[src/rtl/ksh_pkg.sv]
// shared types and constants for the knob scanner
// no dependencies
`default_nettype none

package ksh_pkg;

  localparam int NUM_KNOBS  = 9;
  localparam int CH_W       = 4;
  localparam int IDX_W      = (NUM_KNOBS > 1) ? $clog2(NUM_KNOBS) : 1;
  localparam int SAMPLE_W   = 16;
  localparam int STORE_W    = 15;
  localparam int VALUE_SHIFT = 5;
  localparam int VALUE_W    = 10;
  localparam int PADDR_W    = 3;
  localparam int PDATA_W    = 32;

  localparam logic [STORE_W-1:0] HYST_RESET = STORE_W'(8);
  localparam logic [IDX_W-1:0]   LAST_IDX   = IDX_W'(NUM_KNOBS - 1);

  // item kinds
  localparam logic KIND_CONV = 1'b0;
  localparam logic KIND_READ = 1'b1;

  // register index, taken from paddr[2]
  localparam logic REG_HYST = 1'b0;

  typedef enum logic [4:0] {
    S_IDLE = 5'b00001,
    S_DIFF = 5'b00010,
    S_NEG  = 5'b00100,
    S_CMP  = 5'b01000,
    S_READ = 5'b10000
  } state_t;

  typedef struct packed {
    logic [STORE_W-1:0] a;
    logic [STORE_W-1:0] b;
  } alu_req_t;

  typedef struct packed {
    logic [STORE_W-1:0] res;
    logic               borrow;
  } alu_rsp_t;

endpackage

`default_nettype wire

[src/rtl/knob_scanner_with_hysteresis.sv]
// conversion item: accepted in idle, then steps through the shared subtractor
// (difference, negate when the sample is below the stored value, threshold compare)
// read item: S_READ loads the output register, then one result per cycle while out_ready
// is high, NUM_KNOBS results through one output register; ready again after the last load
// reset (rst_n low, synchronous) clears the store, channel pointer, change flag,
// output valid and sets the threshold to 8
`default_nettype none

module knob_scanner_with_hysteresis
  import ksh_pkg::*;
(
  input  wire logic                       clk,
  input  wire logic                       rst_n,
  input  wire logic                       in_valid,
  output logic                            in_ready,
  input  wire logic                       in_kind,
  input  wire logic signed [SAMPLE_W-1:0] in_sample,
  output logic                            out_valid,
  input  wire logic                       out_ready,
  output logic [CH_W-1:0]                 out_channel,
  output logic [VALUE_W-1:0]              out_knob_value,
  output logic                            out_changed,
  output logic                            out_last,
  input  wire logic                       psel,
  input  wire logic                       penable,
  input  wire logic                       pwrite,
  input  wire logic [PADDR_W-1:0]         paddr,
  input  wire logic [PDATA_W-1:0]         pwdata,
  output logic [PDATA_W-1:0]              prdata,
  output logic                            pready
);

  state_t              state_r, state_nxt;
  logic [STORE_W-1:0]  thr_r;
  logic [IDX_W-1:0]    cur_ch_r, cur_ch_nxt;
  logic [IDX_W-1:0]    rd_idx_r, rd_idx_nxt;
  logic                flag_r, flag_nxt;
  logic [STORE_W-1:0]  store_r [NUM_KNOBS];
  logic [STORE_W-1:0]  samp_r;
  logic [STORE_W-1:0]  diff_r, diff_nxt;
  logic                store_we;

  logic                out_valid_r, out_valid_nxt;
  logic [CH_W-1:0]     out_ch_r;
  logic [VALUE_W-1:0]  out_val_r;
  logic                out_chg_r;
  logic                out_last_r;
  logic                out_load;

  logic [IDX_W-1:0]    rd_addr;
  logic [STORE_W-1:0]  rd_data;
  logic                in_fire;
  logic                cfg_wr;

  alu_req_t            alu_req;
  alu_rsp_t            alu_rsp;

  ksh_alu u_alu (
    .req (alu_req),
    .rsp (alu_rsp)
  );

  assign in_ready = (state_r == S_IDLE);
  assign in_fire  = in_valid && in_ready;
  assign pready   = 1'b1;
  assign cfg_wr   = psel && penable && pwrite && (paddr[2] == REG_HYST);
  assign prdata   = (paddr[2] == REG_HYST) ? PDATA_W'(thr_r) : '0;

  // single read port: conversion channel or read walk index
  assign rd_addr  = (state_r == S_READ) ? rd_idx_r : cur_ch_r;
  assign rd_data  = store_r[rd_addr];
  assign out_load = (state_r == S_READ) && (!out_valid_r || out_ready);

  always_comb begin
    alu_req = '0;
    unique case (state_r)
      S_DIFF: begin
        alu_req.a = samp_r;
        alu_req.b = rd_data;
      end
      S_NEG: begin
        alu_req.a = '0;
        alu_req.b = diff_r;
      end
      S_CMP: begin
        alu_req.a = thr_r;
        alu_req.b = diff_r;
      end
      default: begin
        alu_req = '0;
      end
    endcase
  end

  always_comb begin
    state_nxt     = state_r;
    cur_ch_nxt    = cur_ch_r;
    rd_idx_nxt    = rd_idx_r;
    flag_nxt      = flag_r;
    diff_nxt      = diff_r;
    store_we      = 1'b0;
    out_valid_nxt = out_valid_r;
    if (out_valid_r && out_ready) begin
      out_valid_nxt = 1'b0;
    end
    unique case (state_r)
      S_IDLE: begin
        if (in_fire) begin
          if (in_kind == KIND_READ) begin
            state_nxt  = S_READ;
            rd_idx_nxt = '0;
          end else begin
            state_nxt = S_DIFF;
          end
        end
      end
      S_DIFF: begin
        diff_nxt  = alu_rsp.res;
        state_nxt = alu_rsp.borrow ? S_NEG : S_CMP;
      end
      S_NEG: begin
        diff_nxt  = alu_rsp.res;
        state_nxt = S_CMP;
      end
      S_CMP: begin
        // borrow from thr - diff means diff is above the threshold
        if (alu_rsp.borrow) begin
          store_we = 1'b1;
          flag_nxt = 1'b1;
        end
        cur_ch_nxt = (cur_ch_r == LAST_IDX) ? '0 : cur_ch_r + 1'b1;
        state_nxt  = S_IDLE;
      end
      S_READ: begin
        if (out_load) begin
          out_valid_nxt = 1'b1;
          if (rd_idx_r == LAST_IDX) begin
            flag_nxt  = 1'b0;
            state_nxt = S_IDLE;
          end else begin
            rd_idx_nxt = rd_idx_r + 1'b1;
          end
        end
      end
      default: begin
        state_nxt = S_IDLE;
      end
    endcase
  end

  always_ff @(posedge clk) begin
    if (!rst_n) begin
      state_r     <= S_IDLE;
      thr_r       <= HYST_RESET;
      cur_ch_r    <= '0;
      rd_idx_r    <= '0;
      flag_r      <= 1'b0;
      out_valid_r <= 1'b0;
      for (int i = 0; i < NUM_KNOBS; i++) begin
        store_r[i] <= '0;
      end
    end else begin
      state_r     <= state_nxt;
      cur_ch_r    <= cur_ch_nxt;
      rd_idx_r    <= rd_idx_nxt;
      flag_r      <= flag_nxt;
      out_valid_r <= out_valid_nxt;
      if (cfg_wr) begin
        thr_r <= pwdata[STORE_W-1:0];
      end
      if (store_we) begin
        store_r[cur_ch_r] <= samp_r;
      end
    end
  end

  always_ff @(posedge clk) begin
    if (in_fire) begin
      // negative samples clamp to zero
      samp_r <= in_sample[SAMPLE_W-1] ? '0 : in_sample[STORE_W-1:0];
    end
    diff_r <= diff_nxt;
    if (out_load) begin
      out_ch_r   <= CH_W'(rd_idx_r);
      out_val_r  <= rd_data[STORE_W-1:VALUE_SHIFT];
      out_chg_r  <= flag_r;
      out_last_r <= (rd_idx_r == LAST_IDX);
    end
  end

  assign out_valid      = out_valid_r;
  assign out_channel    = out_ch_r;
  assign out_knob_value = out_val_r;
  assign out_changed    = out_chg_r;
  assign out_last       = out_last_r;

endmodule

`default_nettype wire

[src/rtl/ksh_alu.sv]
// shared subtractor: a - b with borrow out
// depends on ksh_pkg
`default_nettype none

module ksh_alu
  import ksh_pkg::*;
(
  input  alu_req_t req,
  output alu_rsp_t rsp
);

  logic [STORE_W:0] full;

  assign full       = {1'b0, req.a} - {1'b0, req.b};
  assign rsp.res    = full[STORE_W-1:0];
  assign rsp.borrow = full[STORE_W];

endmodule

`default_nettype wire

[config.mk]
export PLATFORM = sky130hd
export DESIGN_NAME = knob_scanner_with_hysteresis
export DESIGN_NICKNAME = d
export VERILOG_FILES = /design/src/rtl/ksh_pkg.sv /design/src/rtl/knob_scanner_with_hysteresis.sv /design/src/rtl/ksh_alu.sv
export SDC_FILE = /design/constraint.sdc
export NUM_CORES = 1
export LEC_CHECK = 0
export BUFFER_PORTS_ARGS = -buffer_cell sky130_fd_sc_hd__clkbuf_2
export CORE_MARGIN = 1.5
export CORE_UTILIZATION = 35
export CTS_BUF_LIST = sky130_fd_sc_hd__clkbuf_16
export DETAILED_ROUTE_END_ITERATION = 10
export GPL_TIMING_DRIVEN = 0
export SYNTH_ARGS = -nofsm -noshare
export SYNTH_HDL_FRONTEND = slang
export SYNTH_SLANG_ARGS = --single-unit
[constraint.sdc]
create_clock -name clk -period 13.19 [get_ports clk]
set_clock_uncertainty 0.15 [all_clocks]
set_input_delay 1.319 -clock clk [delete_from_list [all_inputs] [get_ports clk]]
set_output_delay 1.319 -clock clk [all_outputs]
set_load 0.02 [all_outputs]
==> key figures <==
Critical path
  – Crit path max-delay family: compound AO/OA/AOI/OAI gates
  – RR Startpoint: state_r[0]
  – Reg2reg setup slack: 5.70 ns
  – WP buf/inv: 6
  – Critical path launch point type: register
  – Launch point of the critical path: state_r[0]
  – Kind of critical path: reg -> reg
  – Slowest-stage cell, CP: a21boi_1
  – CP Max Fanout: 10
  – Crit end category: register
  – Critical Path RT: 13.27 ns
  – CP cell instances: buf_2 > clkbuf_1 > buf_1 > nor3_1 > a21boi_1 > clkbuf_1 > a32oi_1 > ha_1 > nor2b_1 > o21a_1 > o21ai_0 > a31o_2 > o21a_1 > o21ai_1 > clkbuf_1 > nor3_2 > buf_6
  – Crit path top cell by count: clkbuf_1
  – Crit path largest cell delay: 1.00 ns
  – CP Data Arrival Time: 7.57 ns

Timing
  – Worst-margin pin slew: 1.221 ns
  – RSZ-0062 raised after global routing: no
  – TNS Setup: 0 ns
  – Final hold vios: 0
  – Fin crit share: 0.5676
  – Final WS setup: 5.703 ns
  – Min cycle time layout: 7.487 ns
  – Slew Viols, Final: 0
  – Rel. slew slack: 0.1841
  – Setup violators final: 0
  – Max Freq: 133.6 MHz

Finish
  – Nets: 1514
  – P&R area growth vs syn: 17.38%
  – Layout cell share with drive strength beyond 1: 0.1658
  – Final Instance Area: 17850 sq um
  – Area of the multi-input gates: 5508 sq um
  – Sequential Area: 9189 sq um
  – FILL cells: 4112
  – N_diodes: 0

Clocking
  – CTS Sinks: 316
  – CTS buffer count: 36
  – CTS resizes: 0
  – Clock transition at path regs: 0.06 ns
  – Hold-fix buffers, CTS: 0
  – Worst-Skew Late Latency: 0.53 ns
  – Root buffer cell: clkbuf_16
  – Postcts setup bufs: 0
  – TritonCTS clock tree: yes
  – CTS H-tree lvls: 2
  – Bufs on Longest Clock Path: 3

Route
  – Final ANT Viol Nets: 0
  – DR DRC count: 0
  – Vias per cell: 5.620
  – First drt pass iteration count: 5
  – WL per Instance: 23.06 microns
  – WL final: 47.16 mm
  – Via Count: 11493
  – Detailed Route Iter0 Violations: 1388

Global route
  – Pin count of the biggest net entering global routing: 19
  – Vias in the first global route: 10894
  – GRT Total Usage: 0.2098
  – Grt ovf: 0
  – First-pass GRT wire length: 68.87 mm
  – Antenna violations before repair: 3

Min path
  – Hold Crit Class: reg -> reg
  – Hold path startpoint: rd_idx_r[2]

Yosys
  – Sequential-to-total area share from yosys stat: 0.6041
  – Synth top area cells: edfxtp_1 (56%), dfxtp_1 (3.9%), nor3_1 (3.6%), mux2i_1 (3.6%), nand2_1 (3.5%)
  – Post-synth top area share: 0.5647
  – Async SR Flop Fraction: 0
  – Synth cell types: 88
  – Yosys top cell by area: edfxtp_1
  – Synth Warn #: 0
  – Synth Instances: 1289
  – Post-synthesis register bit count: 316
  – Top_reg_cell synth: edfxtp_1
  – Mapped Area: 15210 sq um
  – Mean area per synthesized cell: 11.80 sq um
  – Post-synth EDFFs: 286

Power
  – Worst VDD drop: 0.1022 mV
  – Leak: 6.034 nW
  – Pwr Density: 128.2 nW/um^2
  – Tot Pwr: 0.002288 W

Die
  – Std-Cell Rows: 76
  – Total die area: 44720 sq um
  – IO Count: 110
  – Die span in x: 211.5 microns
  – Starting Density: 0.3539
  – Die H: 211.5 microns
  – Area of the core: 42980 sq um

Place
  – DP HPWL: 35.42 mm
  – PortBufs: 72
  – Dpl ws: 5.937 ns
  – GPL Wtd Cong: 0.9968
  – DP Area: 16610 sq um

Status
  – Outcome: finished clean

Run
  – Max-cap violation count: 0
per-stage QoR:
step,hold WS [ns],instances,utilization
after global placement,0.2629,1962,0.3807
final,0.2842,2045,0.4154
after global routing,0.2969,2045,0.4154
after CTS,0.2895,2045,0.4154
after detailed placement,0.2744,1979,0.3865
after floorplan,0.2564,1305,-
final cells by class:
cell class,instances,share of cell area
inverters,31,0.006518
clock inverters,28,0.01633
plain buffers,98,0.02943
multi-input cells,860,0.3085
flip-flops and latches,316,0.5147
clock buffers,38,0.05326
well taps,585,0.04100
repair buffers,89,0.03028
cells by family after synthesis:
logic type      Yosys count  share of synthesized area
other cells               2                  0.0004938
simple gates            447                     0.1426
flops                   316                     0.6041
buf+inv                 129                    0.04220
xor+xnor                 11                   0.006335
fa+ha+maj                23                    0.01941
compound gates          291                     0.1366
mux                      70                    0.04829
layout by cell type, fill, tap and decap left out, types with 8 or more instances in the layout:
cell	Yosys	routed
edfxtp_1	286	286
nand2_1	140	140
nor3_1	110	104
nor2_1	83	82
clkbuf_2	0	72
a21oi_1	69	69
mux2i_1	54	54
clkbuf_1	54	54
clkbuf_16	0	38
nor2b_1	36	36
inv_1	30	34
dfxtp_1	30	30
buf_4	20	25
o22ai_1	23	23
ha_1	22	22
o21ai_0	29	21
nand2b_1	20	20
a211oi_1	20	20
buf_6	9	19
conb_1	2	18
a311oi_1	16	16
o22a_1	15	15
a22o_1	14	14
nand3_1	14	14
buf_2	12	12
mux2_2	11	11
and3_1	11	11
o2111ai_1	9	9
o31a_1	9	9
o211ai_1	9	9
xnor2_1	8	8
clkinv_1	1	8
cell usage after synthesis, drive strengths merged, types with 5 or more instances:
library cell,count
a21oi,72
mux2,15
nand2,146
o2111ai,9
clkbuf,54
nor4,6
and3,11
mux2i,55
a22oi,10
o31ai,5
nand2b,20
a311oi,16
o22a,15
dfxtp,30
nand3,15
a211oi,20
nor2b,36
o31a,9
xnor2,8
o211ai,9
nor3,111
a21o,7
edfxtp,286
nor2,85
buf,44
a22o,14
o22ai,23
ha,22
a21boi,9
inv,30
o21ai,33
path summary, 6_finish.rpt:
path | to | cells after the start
setup / recovery | store_r[10][8] | 17
hold / removal | out_channel[2] | 0
setup reg to reg | store_r[10][8] | 17
hold reg to reg | out_channel[2] | 0
state kept, by name (all words and copies together) (netlist names), 4 cells and up:
register	cells
cur_ch_r	4
store_r	240
diff_r	15
out_channel	4
out_knob_value	10
thr_r	15
samp_r	15
rd_idx_r	4
state_r	5
routing by layer:
layer  share of wire  vias up  track usage
li1                -     5134            -
met1            0.43     5677       0.2976
met2            0.44      576       0.3182
met3           0.091      104      0.04065
met4           0.033        2      0.07660
met5         0.00028        -            0
worst register-to-register path, stage by stage, from the launching register on:
cell and delay (ns):
dfxtp_1 0.29, buf_2 0.20, clkbuf_1 0.32, buf_1 0.37, nor3_1 0.27, a21boi_1 1.00
clkbuf_1 0.59, a32oi_1 0.22, ha_1 0.35, nor2b_1 0.13, o21a_1 0.18, o21ai_0 0.24
a31o_2 0.29, o21a_1 0.43, o21ai_1 0.40, clkbuf_1 0.49, nor3_2 1.00, buf_6 0.28
power by group:
group	internal, W	switching, W	total (W)
Sequential	0.00112	0.0000235	0.00114
Combinational	0.0000340	0.0000741	0.000108
Clock	0.000625	0.000416	0.00104
Note: power is estimated with default switching activity, not from simulation.
